<file path="config.mk">
export PLATFORM = sky130hd
export DESIGN_NAME = i2c_master_bit_sequencer_unit
export DESIGN_NICKNAME = d
export VERILOG_FILES = /design/src/rtl/i2cms_pkg.sv /design/src/rtl/i2cms_step.sv /design/src/rtl/i2cms_outbuf.sv /design/src/rtl/i2c_master_bit_sequencer_unit.sv
export SDC_FILE = /design/constraint.sdc
export NUM_CORES = 1
export LEC_CHECK = 0
export BUFFER_PORTS_ARGS = -buffer_cell sky130_fd_sc_hd__clkbuf_2
export CAP_MARGIN = 20
export CELL_PAD_IN_SITES_DETAIL_PLACEMENT = 2
export CELL_PAD_IN_SITES_GLOBAL_PLACEMENT = 2
export CORE_ASPECT_RATIO = 1.5
export CORE_MARGIN = 4
export CORE_UTILIZATION = 35
export DETAILED_ROUTE_END_ITERATION = 8
export PLACE_DENSITY = 0.8
export SLEW_MARGIN = 20
export SYNTH_ARGS = -nofsm -noshare
export SYNTH_HDL_FRONTEND = slang
export SYNTH_SLANG_ARGS = --single-unit
</file>
<file path="constraint.sdc">
create_clock -name clk -period 2.78 [get_ports clk]
set_input_delay 0.417 -clock clk [delete_from_list [all_inputs] [get_ports clk]]
set_output_delay 0.417 -clock clk [all_outputs]
set_load 0.03 [all_outputs]
</file>
<file path="src/rtl/i2cms_pkg.sv">
// Package: shared types and constants for the I2C master bit sequencer.
`timescale 1ns / 1ps
package i2cms_pkg;

	// Command codes carried by each tick
	localparam logic [2:0] CMD_NONE  = 3'd0;
	localparam logic [2:0] CMD_START = 3'd1;
	localparam logic [2:0] CMD_STOP  = 3'd2;
	localparam logic [2:0] CMD_WRITE = 3'd3;
	localparam logic [2:0] CMD_WACK  = 3'd4;
	localparam logic [2:0] CMD_READ  = 3'd5;

	// Configuration register indexes
	localparam logic CFG_TICKS_PER_US = 1'b0;
	localparam logic CFG_ACK_TIMEOUT  = 1'b1;

	// Configuration reset values
	localparam logic [7:0] TICKS_PER_US_RST = 8'd100;
	localparam logic [7:0] ACK_TIMEOUT_RST  = 8'd250;

	// Bits per byte on the bus
	localparam logic [3:0] BYTE_BITS = 4'd8;

	// Output buffer depth
	localparam logic [1:0] OBUF_DEPTH = 2'd2;

	// Pin sequence phases
	typedef enum logic [4:0] {
		PH_IDLE  = 5'd0,
		PH_ST0   = 5'd1,
		PH_ST1   = 5'd2,
		PH_ST2   = 5'd3,
		PH_SP0   = 5'd4,
		PH_SP1   = 5'd5,
		PH_SP2   = 5'd6,
		PH_AW0   = 5'd7,
		PH_AW1   = 5'd8,
		PH_AWP   = 5'd9,
		PH_WBIT  = 5'd10,
		PH_WHIGH = 5'd11,
		PH_WLOW  = 5'd12,
		PH_WEND  = 5'd13,
		PH_RLOW  = 5'd14,
		PH_RHIGH = 5'd15,
		PH_RK0   = 5'd16,
		PH_RK1   = 5'd17,
		PH_RK2   = 5'd18
	} phase_t;

	// Sequencer state
	typedef struct packed {
		phase_t      phase;
		logic [3:0]  bit_index;
		logic [7:0]  shift_data;
		logic [9:0]  delay_left;
		logic [7:0]  poll_count;
		logic        ack_choice;
		logic        scl;
		logic        sda;
		logic        sda_dir;
		logic [7:0]  rx;
		logic        ack_fail;
	} state_t;

	// One result item
	typedef struct packed {
		logic        scl_level;
		logic        sda_level;
		logic        sda_is_output;
		logic        busy;
		logic        done;
		logic [7:0]  rx_byte;
		logic        ack_failed;
	} result_t;

endpackage

</file>
<file path="src/rtl/i2cms_step.sv">
// Next-state and result logic for one tick of the I2C bit sequencer.
`timescale 1ns / 1ps
module i2cms_step (
	input  i2cms_pkg::state_t  st,
	input  logic [7:0]         ticks_per_us,
	input  logic [7:0]         ack_timeout,
	input  logic [2:0]         command,
	input  logic [7:0]         tx_byte,
	input  logic               send_ack,
	input  logic               sda_in,
	output i2cms_pkg::state_t  st_nxt,
	output i2cms_pkg::result_t res
);

	logic [9:0] dly1;
	logic [9:0] dly2;
	logic [9:0] dly4;
	logic [3:0] bit_inc;
	logic       active;

	// Delay lengths in ticks for 1, 2 and 4 us
	assign dly1 = {2'b00, ticks_per_us};
	assign dly2 = {1'b0, ticks_per_us, 1'b0};
	assign dly4 = {ticks_per_us, 2'b00};
	assign bit_inc = st.bit_index + 4'd1;

	// Command decode, then one delay count or one pin action
	always_comb begin
		st_nxt = st;
		active = 1'b0;
		if (st.phase == i2cms_pkg::PH_IDLE) begin
			st_nxt.delay_left = '0;
			case (command)
				i2cms_pkg::CMD_START: st_nxt.phase = i2cms_pkg::PH_ST0;
				i2cms_pkg::CMD_STOP:  st_nxt.phase = i2cms_pkg::PH_SP0;
				i2cms_pkg::CMD_WRITE: begin
					st_nxt.phase = i2cms_pkg::PH_WBIT;
					st_nxt.shift_data = tx_byte;
					st_nxt.bit_index = '0;
				end
				i2cms_pkg::CMD_WACK:  st_nxt.phase = i2cms_pkg::PH_AW0;
				i2cms_pkg::CMD_READ: begin
					st_nxt.phase = i2cms_pkg::PH_RLOW;
					st_nxt.shift_data = '0;
					st_nxt.bit_index = '0;
					st_nxt.ack_choice = send_ack;
				end
				default: ;
			endcase
		end

		if (st_nxt.phase != i2cms_pkg::PH_IDLE) begin
			active = 1'b1;
			if (st_nxt.delay_left != '0) begin
				st_nxt.delay_left = st_nxt.delay_left - 10'd1;
			end else begin
				case (st_nxt.phase)
					i2cms_pkg::PH_ST0: begin
						st_nxt.sda_dir = 1'b1;
						st_nxt.sda = 1'b1;
						st_nxt.scl = 1'b1;
						st_nxt.delay_left = dly4;
						st_nxt.phase = i2cms_pkg::PH_ST1;
					end
					i2cms_pkg::PH_ST1: begin
						st_nxt.sda = 1'b0;
						st_nxt.delay_left = dly4;
						st_nxt.phase = i2cms_pkg::PH_ST2;
					end
					i2cms_pkg::PH_ST2: begin
						st_nxt.scl = 1'b0;
						st_nxt.phase = i2cms_pkg::PH_IDLE;
					end
					i2cms_pkg::PH_SP0: begin
						st_nxt.sda_dir = 1'b1;
						st_nxt.sda = 1'b0;
						st_nxt.scl = 1'b1;
						st_nxt.delay_left = dly4;
						st_nxt.phase = i2cms_pkg::PH_SP1;
					end
					i2cms_pkg::PH_SP1: begin
						st_nxt.sda = 1'b1;
						st_nxt.delay_left = dly4;
						st_nxt.phase = i2cms_pkg::PH_SP2;
					end
					i2cms_pkg::PH_SP2: st_nxt.phase = i2cms_pkg::PH_IDLE;
					i2cms_pkg::PH_AW0: begin
						st_nxt.sda_dir = 1'b0;
						st_nxt.sda = 1'b1;
						st_nxt.poll_count = '0;
						st_nxt.delay_left = dly1;
						st_nxt.phase = i2cms_pkg::PH_AW1;
					end
					i2cms_pkg::PH_AW1: begin
						st_nxt.scl = 1'b1;
						st_nxt.delay_left = dly1;
						st_nxt.phase = i2cms_pkg::PH_AWP;
					end
					i2cms_pkg::PH_AWP: begin
						if (!sda_in) begin
							// slave acknowledged
							st_nxt.scl = 1'b0;
							st_nxt.ack_fail = 1'b0;
							st_nxt.phase = i2cms_pkg::PH_IDLE;
						end else if (st_nxt.poll_count >= ack_timeout) begin
							// timeout: flag and start the stop sequence now
							st_nxt.ack_fail = 1'b1;
							st_nxt.sda_dir = 1'b1;
							st_nxt.sda = 1'b0;
							st_nxt.scl = 1'b1;
							st_nxt.delay_left = dly4;
							st_nxt.phase = i2cms_pkg::PH_SP1;
						end else begin
							st_nxt.poll_count = st_nxt.poll_count + 8'd1;
						end
					end
					i2cms_pkg::PH_WBIT: begin
						st_nxt.sda_dir = 1'b1;
						st_nxt.scl = 1'b0;
						st_nxt.sda = st_nxt.shift_data[7];
						st_nxt.shift_data = {st_nxt.shift_data[6:0], 1'b0};
						st_nxt.delay_left = dly2;
						st_nxt.phase = i2cms_pkg::PH_WHIGH;
					end
					i2cms_pkg::PH_WHIGH: begin
						st_nxt.scl = 1'b1;
						st_nxt.delay_left = dly2;
						st_nxt.phase = i2cms_pkg::PH_WLOW;
					end
					i2cms_pkg::PH_WLOW: begin
						st_nxt.scl = 1'b0;
						st_nxt.bit_index = bit_inc;
						st_nxt.delay_left = dly2;
						st_nxt.phase = (bit_inc >= i2cms_pkg::BYTE_BITS) ?
							i2cms_pkg::PH_WEND : i2cms_pkg::PH_WBIT;
					end
					i2cms_pkg::PH_WEND: st_nxt.phase = i2cms_pkg::PH_IDLE;
					i2cms_pkg::PH_RLOW: begin
						st_nxt.sda_dir = 1'b0;
						st_nxt.scl = 1'b0;
						st_nxt.delay_left = dly2;
						st_nxt.phase = i2cms_pkg::PH_RHIGH;
					end
					i2cms_pkg::PH_RHIGH: begin
						st_nxt.scl = 1'b1;
						st_nxt.shift_data = {st_nxt.shift_data[6:0], sda_in};
						st_nxt.bit_index = bit_inc;
						st_nxt.delay_left = dly1;
						st_nxt.phase = (bit_inc >= i2cms_pkg::BYTE_BITS) ?
							i2cms_pkg::PH_RK0 : i2cms_pkg::PH_RLOW;
					end
					i2cms_pkg::PH_RK0: begin
						st_nxt.rx = st_nxt.shift_data;
						st_nxt.sda_dir = 1'b1;
						st_nxt.scl = 1'b0;
						st_nxt.sda = !st_nxt.ack_choice;
						st_nxt.delay_left = dly2;
						st_nxt.phase = i2cms_pkg::PH_RK1;
					end
					i2cms_pkg::PH_RK1: begin
						st_nxt.scl = 1'b1;
						st_nxt.delay_left = dly2;
						st_nxt.phase = i2cms_pkg::PH_RK2;
					end
					i2cms_pkg::PH_RK2: begin
						st_nxt.scl = 1'b0;
						st_nxt.phase = i2cms_pkg::PH_IDLE;
					end
					default: st_nxt.phase = i2cms_pkg::PH_IDLE;
				endcase
			end
		end
	end

	// Result fields reflect the updated state
	always_comb begin
		res.scl_level     = st_nxt.scl;
		res.sda_level     = st_nxt.sda;
		res.sda_is_output = st_nxt.sda_dir;
		res.busy          = (st_nxt.phase != i2cms_pkg::PH_IDLE);
		res.done          = active && (st_nxt.phase == i2cms_pkg::PH_IDLE);
		res.rx_byte       = st_nxt.rx;
		res.ack_failed    = st_nxt.ack_fail;
	end

endmodule

</file>
<file path="src/rtl/i2cms_outbuf.sv">
// Two-entry result buffer between the sequencer and the output channel.
`timescale 1ns / 1ps
module i2cms_outbuf (
	input  logic               clk,
	input  logic               arst_n,
	input  logic               push,
	input  i2cms_pkg::result_t push_data,
	output logic               can_push,
	output logic               out_valid,
	input  logic               out_ready,
	output i2cms_pkg::result_t out_data
);

	i2cms_pkg::result_t mem_q [2];
	logic       wr_ptr_q;
	logic       rd_ptr_q;
	logic [1:0] cnt_q;
	logic       pop;

	assign can_push  = (cnt_q != i2cms_pkg::OBUF_DEPTH);
	assign out_valid = (cnt_q != 2'd0);
	assign pop       = out_valid && out_ready;
	assign out_data  = mem_q[rd_ptr_q];

	// Entry storage
	always_ff @(posedge clk) begin
		if (push) begin
			mem_q[wr_ptr_q] <= push_data;
		end
	end

	// Pointers and fill count
	always_ff @(posedge clk or negedge arst_n) begin
		if (!arst_n) begin
			wr_ptr_q <= 1'b0;
			rd_ptr_q <= 1'b0;
			cnt_q    <= 2'd0;
		end else begin
			if (push) begin
				wr_ptr_q <= !wr_ptr_q;
			end
			if (pop) begin
				rd_ptr_q <= !rd_ptr_q;
			end
			case ({push, pop})
				2'b10:   cnt_q <= cnt_q + 2'd1;
				2'b01:   cnt_q <= cnt_q - 2'd1;
				default: cnt_q <= cnt_q;
			endcase
		end
	end

	// Count tracks transactions on both sides
	a_cnt_up: assert property (@(posedge clk) disable iff (!arst_n)
		(push && !pop) |=> (cnt_q == $past(cnt_q) + 2'd1))
		else $error("outbuf count missed a push");
	a_cnt_dn: assert property (@(posedge clk) disable iff (!arst_n)
		(pop && !push) |=> (cnt_q == $past(cnt_q) - 2'd1))
		else $error("outbuf count missed a pop");
	a_ptr_gap: assert property (@(posedge clk) disable iff (!arst_n)
		(cnt_q == 2'd1) |-> (wr_ptr_q != rd_ptr_q))
		else $error("outbuf pointers disagree with count");

endmodule

</file>
<file path="src/rtl/i2c_master_bit_sequencer_unit.sv">
// Top level of the I2C master bit sequencer: state, config and result buffer.
//
//  channel | signals                                        | handshake
//  --------+------------------------------------------------+-----------------
//  config  | cfg_we, cfg_index, cfg_wdata                   | write on cfg_we
//  input   | command, tx_byte, send_ack, sda_in             | in_valid/in_ready
//  output  | scl_level .. ack_failed                        | out_valid/out_ready
//
// One tick item is taken per cycle while the buffer has room; its result enters
// the output buffer on the same edge and is shown once older results are taken.
// The rate is set by the single state update between the state registers.
// A two-entry output buffer lets the input keep flowing while one result waits;
// input stalls only when both entries are held. Reset needs no clearing pass.
`timescale 1ns / 1ps
module i2c_master_bit_sequencer_unit (
	input  logic       clk,
	input  logic       arst_n,
	input  logic       cfg_we,
	input  logic       cfg_index,
	input  logic [7:0] cfg_wdata,
	input  logic       in_valid,
	output logic       in_ready,
	input  logic [2:0] command,
	input  logic [7:0] tx_byte,
	input  logic       send_ack,
	input  logic       sda_in,
	output logic       out_valid,
	input  logic       out_ready,
	output logic       scl_level,
	output logic       sda_level,
	output logic       sda_is_output,
	output logic       busy_res,
	output logic       done_res,
	output logic [7:0] rx_byte,
	output logic       ack_failed
);

	logic [7:0]         ticks_per_us_q;
	logic [7:0]         ack_timeout_q;
	i2cms_pkg::state_t  st_q;
	i2cms_pkg::state_t  st_nxt;
	i2cms_pkg::result_t res;
	i2cms_pkg::result_t out_res;
	logic               in_acc;

	assign in_acc = in_valid && in_ready;

	// Configuration registers
	always_ff @(posedge clk or negedge arst_n) begin
		if (!arst_n) begin
			ticks_per_us_q <= i2cms_pkg::TICKS_PER_US_RST;
			ack_timeout_q  <= i2cms_pkg::ACK_TIMEOUT_RST;
		end else if (cfg_we) begin
			case (cfg_index)
				i2cms_pkg::CFG_TICKS_PER_US: ticks_per_us_q <= cfg_wdata;
				i2cms_pkg::CFG_ACK_TIMEOUT:  ack_timeout_q  <= cfg_wdata;
				default: ;
			endcase
		end
	end

	// Tick update logic
	i2cms_step u_step (
		.st           (st_q),
		.ticks_per_us (ticks_per_us_q),
		.ack_timeout  (ack_timeout_q),
		.command      (command),
		.tx_byte      (tx_byte),
		.send_ack     (send_ack),
		.sda_in       (sda_in),
		.st_nxt       (st_nxt),
		.res          (res)
	);

	// Sequencer state advances once per accepted transaction
	always_ff @(posedge clk or negedge arst_n) begin
		if (!arst_n) begin
			st_q.phase      <= i2cms_pkg::PH_IDLE;
			st_q.bit_index  <= '0;
			st_q.shift_data <= '0;
			st_q.delay_left <= '0;
			st_q.poll_count <= '0;
			st_q.ack_choice <= 1'b0;
			st_q.scl        <= 1'b1;
			st_q.sda        <= 1'b1;
			st_q.sda_dir    <= 1'b1;
			st_q.rx         <= '0;
			st_q.ack_fail   <= 1'b0;
		end else if (in_acc) begin
			st_q <= st_nxt;
		end
	end

	// Result buffer
	i2cms_outbuf u_outbuf (
		.clk       (clk),
		.arst_n    (arst_n),
		.push      (in_acc),
		.push_data (res),
		.can_push  (in_ready),
		.out_valid (out_valid),
		.out_ready (out_ready),
		.out_data  (out_res)
	);

	assign scl_level     = out_res.scl_level;
	assign sda_level     = out_res.sda_level;
	assign sda_is_output = out_res.sda_is_output;
	assign busy_res      = out_res.busy;
	assign done_res      = out_res.done;
	assign rx_byte       = out_res.rx_byte;
	assign ack_failed    = out_res.ack_failed;

	// State holds between transactions
	a_hold: assert property (@(posedge clk) disable iff (!arst_n)
		!in_acc |=> (st_q == $past(st_q)))
		else $error("sequencer state moved without a transaction");
	// No pending delay while idle
	a_idle_nodly: assert property (@(posedge clk) disable iff (!arst_n)
		(st_q.phase == i2cms_pkg::PH_IDLE) |-> (st_q.delay_left == 10'd0))
		else $error("delay left over in idle");
	// Done and busy never both set in one result
	a_done_busy: assert property (@(posedge clk) disable iff (!arst_n)
		in_acc |-> !(res.done && res.busy))
		else $error("done reported while still busy");

endmodule
</file>
==> results.cfg, run 1 <==
[final_layout]
area_growth_pct = 22.8
seqCellArea_um2 = 2560
fin_area_um2 = 7140
drive_above_1_share = 0.369
final_nets = 704
multi_input_area_um2 = 3150
antenna_cells = 0
nFillCells = 1723

[detailed_routing]
drtPass1Iterations = 4
viasPerCell = 5.82
vias = 5101
drt_iter0_markers = 301
drc = 0
routed_wl_um = 20800
detail_route.wl_per_cell_um = 23.8
final_antenna_net_count = 0

[setup_path]
reg2reg_depth = 7
worst-setup-path-type = register to register
critPathLaunchType = register
cp_data_arrival_time_ns = 2.77
required_ns = 2.86
crit_path_max_fanout = 5
endpoint_kind = register

[power_and_ir_drop]
leakage_nw = 2.99
p_comb_frac = 0.548
internal_power_mw = 4.52
p_seq_frac = 0.287
clock_power_share = 0.165
ir_drop_v = 0.000508
p_sw_mw = 3.74
p_per_area_nw_per_um2 = 1160
finalPower_mw = 8.27
p_sw_frac = 0.453

[worst_hold_path]
hp-class = input port to register
holdPathStages = 2

[timing]
slew_headroom = 0.521
layout_min_cycle_time_ns = 2.69
post-route-period-util = 0.969
finalClockSkew_ns = 0.00872
finalSetupViolations = 0
fmax_mhz = 371
hold_ws_ns = 0.307
worst_slew_pin_slew_ns = 0.717
tns_ns = 0
setup_ws_ns = 0.0858
hold_viol = 0
maxSlewViolCount = 0

[clocking]
cts_buffers = 9
clock_sinks = 96
htreeDepth = 3
cts_root_buf = clkbuf_16
clk_pin_slew_ns = 0.08
clock_latency_ns = 0.36
clockBufferDepth = 2
tritoncts = done

[global_route]
grt_start_max_net_pins = 36
grt_pass1_vias = 5760
track_usage = 0.226
grt_pass1_wl_um = 32900
antenna_found_initial = 0
grt_overflow = 0

[die]
coreArea_um2 = 16300
num_rows = 57
initial_core_util = 0.358
die_h_um = 166
chipWidth_um = 113
die_area_um2 = 18800
boundaryPins = 43

[synth]
synth_edf_count = 28
synthDistinctLibCells = 84
yosysMostFrequentCell = nand2_1
syn_area_um2 = 5810
yosys.area.top_type = dfrtp_1
synth-seq-cells = 96
synth_area_leaders = dfrtp_1 (24%), edfxtp_1 (14%), mux2_2 (9.1%)
syn_avg_cell_area_um2 = 10.2
synthFlopType = dfrtp_1
async_flop_share = 0.708
synthTopCellsByCount = nand2_1 (70), dfrtp_1 (56), o21ai_0 (49)
syn_nets = 610
ys_warn_count = 0
netlist.area_leader.share = 0.241
synthesis.instances = 571
yosysSeqAreaShare = 0.440

[flow_run]
drv_cap = 0

[placement]
io_buffer_count = 42
pre_cts_ws_ns = -0.0874
hpwl_um = 15800
dpl_cell_area_um2 = 6660
gp_congestion = 0.944

[status]
status = finished clean
area by class of cell:
class	count	area share
clock inverters	7	0.0133
multi-input cells	426	0.441
well taps	206	0.0361
clock buffers	9	0.0316
inverters	16	0.00841
repair buffers	116	0.111
flip-flops and latches	96	0.359
layer usage:
layer | GRT usage | up-vias | wire [µm]
met5 | 0 | - | 0
met4 | 0.134 | 0 | 1170
met3 | 0.0266 | 49 | 545
met2 | 0.418 | 119 | 11600
met1 | 0.239 | 2609 | 7550
li1 | - | 2324 | -
final timing paths:
check	startpoint	slack [ns]	endpoint
setup / recovery	st_q[24]$_DFFE_PN0P_	0.09	u_outbuf.mem_q[0][10]$_DFFE_PP_
hold / removal	send_ack	0.31	st_q[12]$_DFFE_PN0P_
setup reg to reg	st_q[24]$_DFFE_PN0P_	0.09	u_outbuf.mem_q[0][10]$_DFFE_PP_
hold reg to reg	st_q[20]$_DFFE_PN0P_	0.50	st_q[20]$_DFFE_PN0P_
max in group asynchronous	arst_n	1.60	st_q[25]$_DFFE_PN0P_
min in group asynchronous	arst_n	0.53	st_q[36]$_DFFE_PN0P_
cells in the final DEF, fill, tap and decap left out, types with 12 or more instances in the layout:
cell type  count
nand2_1       69
ha_1          12
nor2_1        26
dfstp_2       12
clkbuf_2      41
edfxtp_1      28
dfrtp_1       54
inv_1         16
buf_4         71
o21ai_0       49
mux2_2        47
a21oi_1       24
cells by family after synthesis:
| logic type | after synthesis | synth area share |
|---|---|---|
| AOI/OAI and AO/OA | 178 | 0.229 |
| DFF | 96 | 0.440 |
| adders and majority gates | 12 | 0.0258 |
| xor gates and xnor gates | 11 | 0.0166 |
| buffers and inverters | 49 | 0.0390 |
| and+or+nand+nor | 175 | 0.154 |
| muxes | 50 | 0.0962 |
repair_timing:
action | CTS | global route
setup endpoints to repair | 13 | 34
pin swaps | 1 | 3
resized for setup | 7 | 19
setup buffers | 1 | 3
hold buffers | 1 | 0
hold endpoints to repair | 10 | 0
worst max-delay path, stage by stage (launching register included):
cell     delay [ns]
dfrtp_1        0.45
or3_4          0.44
nor4b_4        0.38
o21ai_2        0.13
a31o_2         0.24
o41ai_2        0.46
buf_4          0.20
nand3_1        0.12
power groups by stage:
stage | registers, mW | clock network [mW] | logic [mW]
floorplan | 2.19 | 0 | 2.71
global placement | 2.32 | 0 | 4.07
detailed placement | 2.38 | 0 | 4.26
CTS | 2.36 | 1.40 | 4.37
global route | 2.43 | 1.46 | 4.90
finish | 2.37 | 1.36 | 4.53
per-stage QoR:
stage	cells	utilization
CTS	873	0.432
floorplan	571	-
detailed placement	855	0.410
global placement	855	0.410
finish	876	0.439
global route	876	0.439
sequential cells by signal, summed over array words and instances (netlist names):
name               cells
ack_timeout_q          8
st_q                  48
ticks_per_us_q         8
u_outbuf.cnt_q         2
u_outbuf.mem_q        28
u_outbuf.rd_ptr_q      1
u_outbuf.wr_ptr_q      1
Power figures use the tool's default switching activity.
==> run 2: changes to the inputs <==
Settings changed: GPL_ROUTABILITY_DRIVEN from default to 0, PLACE_DENSITY 0.8 to 0.79, SYNTH_HIERARCHICAL from default to 1.
==> results.cfg, run 2 <==
[status]
status = complete, but fails checks
violations = setup timing

[clocking]
clock_sinks = 96
htreeDepth = 3
ctsHoldBuffers = 0
clock_latency_ns = 0.37
cts_root_buf = clkbuf_16
clk_pin_slew_ns = 0.10
tritoncts = done
clockBufferDepth = 2
cts_buffers = 9

[timing]
finalSetupViolations = 54
slew_headroom = 0.460
setup_ws_ns = -0.409
tns_ns = -6.81
worst_slew_pin_slew_ns = 0.799
rsz0062_at_grt = yes
fmax_mhz = 314
layout_min_cycle_time_ns = 3.19
finalClockSkew_ns = 0.0159
hold_viol = 0
maxSlewViolCount = 0
post-route-period-util = 1.15
hold_ws_ns = 0.0761

[synth]
synth_area_leaders = dfrtp_1 (23%), mux2_2 (16%), edfxtp_1 (14%)
async_flop_share = 0.708
synthesis.instances = 585
netlist.area_leader.share = 0.229
synth_top_family_by_area = multiplexers
synth_mux_area_frac = 0.182
yosysMostFrequentCell = mux2_2
synthSimpleGateAreaFrac = 0.140
ys_warn_count = 6
syn_nets = 624
synthTopCellsByCount = mux2_2 (86), dfrtp_1 (56), nand2_1 (45)
syn_area_um2 = 6130
synthFlopType = dfrtp_1
yosys.area.top_type = dfrtp_1
synth_xor_area_frac = 0.0214
synth-compound-area-share = 0.161
synthDistinctLibCells = 80
yosysSeqAreaShare = 0.417
syn_avg_cell_area_um2 = 10.5
synth-seq-cells = 96
synth_edf_count = 28
synthAdderAreaFrac = 0.0245

[placement]
io_buffer_count = 42
pre_cts_ws_ns = -0.431
hpwl_um = 16800

[setup_path]
reg2reg_depth = 11
cp-endpoint = st_q[24]$_DFFE_PN0P_
crit_start = command[2]
endpoint_kind = register
regToRegSetupSlack_ns = -0.40
critPathLaunchType = input port
r2r_end = st_q[24]$_DFFE_PN0P_
required_ns = 3.08
r2r-start = st_q[45]$_DFFE_PN0P_
worst-setup-path-type = input port to register
crit_path_max_fanout = 8
cp_data_arrival_time_ns = 3.49

[detailed_routing]
drtPass1Iterations = 5
final_antenna_net_count = 0
wl_met3_um = 2070
detail_route.wl_per_cell_um = 37.0
drt_iter0_markers = 463
m1WireLength_um = 11800
routed_wl_um = 35900
dr.max_layer_used = met4
drc = 0
route.met2.wl_um = 18500
vias = 6406
viasPerCell = 6.60

[die]
die_h_um = 170
coreArea_um2 = 17300
initial_core_util = 0.355
num_rows = 59
chipWidth_um = 116
boundaryPins = 43
die_area_um2 = 19700

[global_route]
grt_start_max_net_pins = 49
grt_pass1_wl_um = 45300
antenna_found_initial = 0
grt_pass1_vias = 6976
grt_overflow = 0
track_usage = 0.313

[power_and_ir_drop]
p_per_area_nw_per_um2 = 1140
leakage_nw = 3.87
ir_drop_v = 0.000597

[final_layout]
antenna_cells = 0
largest_registers = st_q (48), u_outbuf/mem_q (28)
largest_register = st_q
final_nets = 791
area_growth_pct = 46.3
largest_reg_flops = 48
layout_commonest_cell = buf_4
drive_above_1_share = 0.617
layout_common_cells = buf_4 (129), mux2_2 (75), dfrtp_1 (54)

[flow_run]
drv_cap = 0

[worst_hold_path]
hp-class = input port to async pin
run 2: cell count changes after synthesis, sizes merged, moves of 8 or more:
| cell | change |
|---|---|
| a22oi | -8 |
| buf | +15 |
| a22o | -10 |
| and3 | +10 |
| nand2 | -25 |
| mux2 | +48 |
run 2: kinds of logic (layout without fill, tap and decap cells):
| family | Yosys count | count (layout) |
|---|---|---|
| AOI/OAI and AO/OA | 143 | 143 |
| xor gates and xnor gates | 15 | 15 |
| adders and majority gates | 12 | 12 |
| buffers and inverters | 62 | 234 |
| DFF | 96 | 96 |
| muxes | 96 | 96 |
| and+or+nand+nor | 161 | 161 |
run 2: cell type report:
cell class,count,area (µm²)
fillers,1700,8300
repair buffers,200,1530
clock inverters,7,78.8
clock buffers,9,225
flip-flops and latches,96,2560
well taps,213,267
multi-input cells,427,4250
inverters,18,67.6
run 2: what timing repair did:
item                                    in CTS  in global routing
endpoints found under the setup margin      75                 75
pin swaps                                   40                 31
setup buffers                               18                 22
resized for setup                          108                113
run 2: routing by layer:
metal | global-route usage | vias up
met5 | 0 | -
met4 | 0.204 | 0
met3 | 0.0580 | 198
met2 | 0.587 | 385
met1 | 0.303 | 3301
li1 | - | 2522
run 2: how the worst min path moves through the flow:
| stage | from | end | slack, ns | cells after the start |
|---|---|---|---|---|
| after global placement | arst_n | st_q[20]$_DFFE_PN0P_ | 0.47 | 1 |
| after global routing | arst_n | st_q[18]$_DFFE_PN0P_ | 0.10 | 1 |
| final | arst_n | st_q[18]$_DFFE_PN0P_ | 0.08 | 1 |
| after CTS | arst_n | st_q[20]$_DFFE_PN0P_ | 0.1 | 1 |
| after detailed placement | arst_n | st_q[20]$_DFFE_PN0P_ | 0.48 | 1 |
| after floorplan | arst_n | ack_timeout_q[0]$_DFFE_PN0P_ | 0.12 | 0 |
run 2: stage by stage:
stage           util  power (mW)  instances  area (µm²)
3_5_place_dp   0.429        6.50        916        7410
6_report       0.519        10.2        970        8970
5_1_grt        0.519        10.4        970        8970
2_1_floorplan      -        4.80        585        6320
3_3_place_gp   0.429        6.20        916        7410
4_1_cts        0.483        8.73        950        8340
run 2: where the power goes:
group	internal (mW)	leakage (nW)	switching [mW]	total, mW
Sequential	1.88	1.09	0.438	2.31
Combinational	2.70	2.63	3.85	6.55
Clock	0.650	0.151	0.734	1.38
Total	5.22	3.87	5.02	10.2
run 2: worst max-delay path, stage by stage:
cell and delay [ns]:
clkbuf_2 0.14, buf_4 0.19, xor2_1 0.64, a31oi_4 0.21, nor4_4 0.46, buf_4 0.24
and3_4 0.25, buf_6 0.15, o21ai_1 0.14, a221oi_2 0.42, mux2_4 0.22
==> run 3: changes to the inputs <==
Settings changed: ABC_AREA from default to 1, CORE_UTILIZATION 35 to 32, PLACE_DENSITY 0.79 to 0.82.
==> results.cfg, run 3 <==
[status]
status = finished clean

[final_layout]
layout_common_cells = nand2_1 (307), nand3_1 (98), inv_1 (77)
largest_reg_flops = 48
layout_commonest_cell = nand2_1
final_nets = 946
antenna_cells = 0
largest_registers = st_q (48), u_outbuf/mem_q (28)
largest_register = st_q
drive_above_1_share = 0.206
utilization = 0.379
area_growth_pct = 16.6
nFillCells = 2284

[clocking]
cts_root_buf = clkbuf_16
htreeDepth = 3
tritoncts = done
cts_buffers = 9
clk_pin_slew_ns = 0.08
clock_sinks = 96
clock_latency_ns = 0.37
ctsHoldBuffers = 0
clockBufferDepth = 2

[setup_path]
cp_data_arrival_time_ns = 3.04
r2r-start = st_q[47]$_DFFE_PN0P_
endpoint_kind = register
crit_path_max_fanout = 10
critPathLaunchType = register
r2r_end = st_q[36]$_DFFE_PN0P_
regToRegSetupSlack_ns = 0.05
required_ns = 3.09
reg2reg_depth = 17
worst-setup-path-type = register to register

[placement]
hpwl_um = 15400
io_buffer_count = 42

[die]
chipWidth_um = 122
die_area_um2 = 21800
coreArea_um2 = 19200
die_h_um = 179
initial_core_util = 0.325
num_rows = 62
boundaryPins = 43

[synth]
synth_edf_count = 28
syn_area_um2 = 6230
syn_nets = 896
async_flop_share = 0.708
syn_avg_cell_area_um2 = 7.27
yosys.area.top_type = dfrtp_1
ys_warn_count = 6
synth_area_leaders = dfrtp_1 (23%), nand2_1 (19%), edfxtp_1 (14%)
synthesis.instances = 857
yosysMostFrequentCell = nand2_1
netlist.area_leader.share = 0.225
synth-seq-cells = 96
yosysSeqAreaShare = 0.411
synthTopCellsByCount = nand2_1 (311), nand3_1 (100), inv_1 (78)
synthDistinctLibCells = 45
synthFlopType = dfrtp_1

[timing]
finalSetupViolations = 0
rsz0062_at_grt = yes
fmax_mhz = 367
post-route-period-util = 0.981
hold_viol = 0
layout_min_cycle_time_ns = 2.73
tns_ns = 0
slew_headroom = 0.343
worst_slew_pin_slew_ns = 0.986
maxSlewViolCount = 0
finalClockSkew_ns = 0.0171

[detailed_routing]
vias = 6072
final_antenna_net_count = 0
drtPass1Iterations = 4
drc = 0
drt_iter0_markers = 293
routed_wl_um = 22000
detail_route.wl_per_cell_um = 18.8
viasPerCell = 5.20

[global_route]
track_usage = 0.201
grt_overflow = 0
grt_start_max_net_pins = 69
antenna_found_initial = 0
grt_pass1_vias = 6526
grt_pass1_wl_um = 34100

[worst_hold_path]
hp-class = input port to async pin

[power_and_ir_drop]
leakage_nw = 3.72
ir_drop_v = 0.000372
p_per_area_nw_per_um2 = 1120

[flow_run]
drv_cap = 0
-- run 3: cells by family (layout without fill, tap and decap cells) --
| family | after synthesis | after routing | synth area share |
|---|---|---|---|
| simple gates | 513 | 513 | 0.363 |
| buf+inv | 130 | 185 | 0.0983 |
| compound gates | 96 | 96 | 0.0890 |
| flops | 96 | 96 | 0.411 |
| fa+ha+maj | 12 | 12 | 0.0241 |
| xor+xnor | 9 | 9 | 0.0127 |
| mux | 1 | 1 | 0.00181 |
-- run 3: worst max-delay path by stage --
stage                               from                             end  slack (ns)  depth (start not counted)
detailed placement            command[1]            st_q[30]$_DFFE_PN0P_       -0.03                         16
global route        st_q[44]$_DFFE_PN0P_            st_q[22]$_DFFE_PN0P_       -0.11                         17
finish              st_q[47]$_DFFE_PN0P_            st_q[36]$_DFFE_PN0P_        0.05                         17
floorplan           st_q[43]$_DFFE_PN0P_             st_q[2]$_DFFE_PN0P_        0.13                         17
global placement              command[1]            st_q[30]$_DFFE_PN0P_       -0.03                         16
CTS                 st_q[45]$_DFFE_PN0P_  u_outbuf/mem_q[0][9]$_DFFE_PP_       0.003                         15
-- run 3: metrics by stage --
stage	instance area [µm²]	instances	hold slack [ns]	setup WS [ns]	power, mW
floorplan	6230	857	0.121	0.135	5.12
global placement	6670	1139	0.451	-0.0309	6.17
detailed placement	6670	1139	0.464	-0.0345	6.35
CTS	7020	1158	0.234	0.00299	7.81
global route	7260	1168	0.239	-0.108	8.70
finish	7260	1168	0.153	0.0541	8.12
-- run 3: worst max-delay path, stage by stage (launching register included) --
cell and delay [ns]:
dfrtp_1 0.42, nor2_4 0.18, nand3_4 0.18, buf_6 0.20
o21ai_1 0.11, nand2_1 0.12, nor2_2 0.15, nand2_2 0.09
nor2_4 0.11, nand2_4 0.10, nor2_8 0.17, inv_4 0.09
a21oi_4 0.21, buf_12 0.15, nand2_1 0.06, o21ai_1 0.09
nand3_1 0.12, nand2_1 0.10
-- run 3: power by group --
part           leakage, nW  internal (mW)  switching (mW)  total, mW
Sequential            1.13           1.87           0.279       2.15
Clock                0.151          0.646           0.671       1.32
Combinational         2.44           1.47            3.18       4.65
Total                 3.72           3.98            4.13       8.12
-- run 3: what timing repair did --
action,CTS,global route
endpoints found under the setup margin,17,65
pin swaps,2,11
cloned,0,1
resized for setup,4,46
setup buffers,3,9
-- run 3: layer usage --
metal  track usage  wire [µm]
met1         0.214       8230
met2         0.398      12500
met3        0.0243        587
met4        0.0687        667
met5             0          0
-- run 3: final cells by class --
type,instances,area [µm²],area share
well taps,256,320,0.0441
repair buffers,79,524,0.0722
clock buffers,9,225,0.0310
multi-input cells,631,3210,0.441
inverters,90,348,0.0479
flip-flops and latches,96,2560,0.353
clock inverters,7,78.8,0.0109
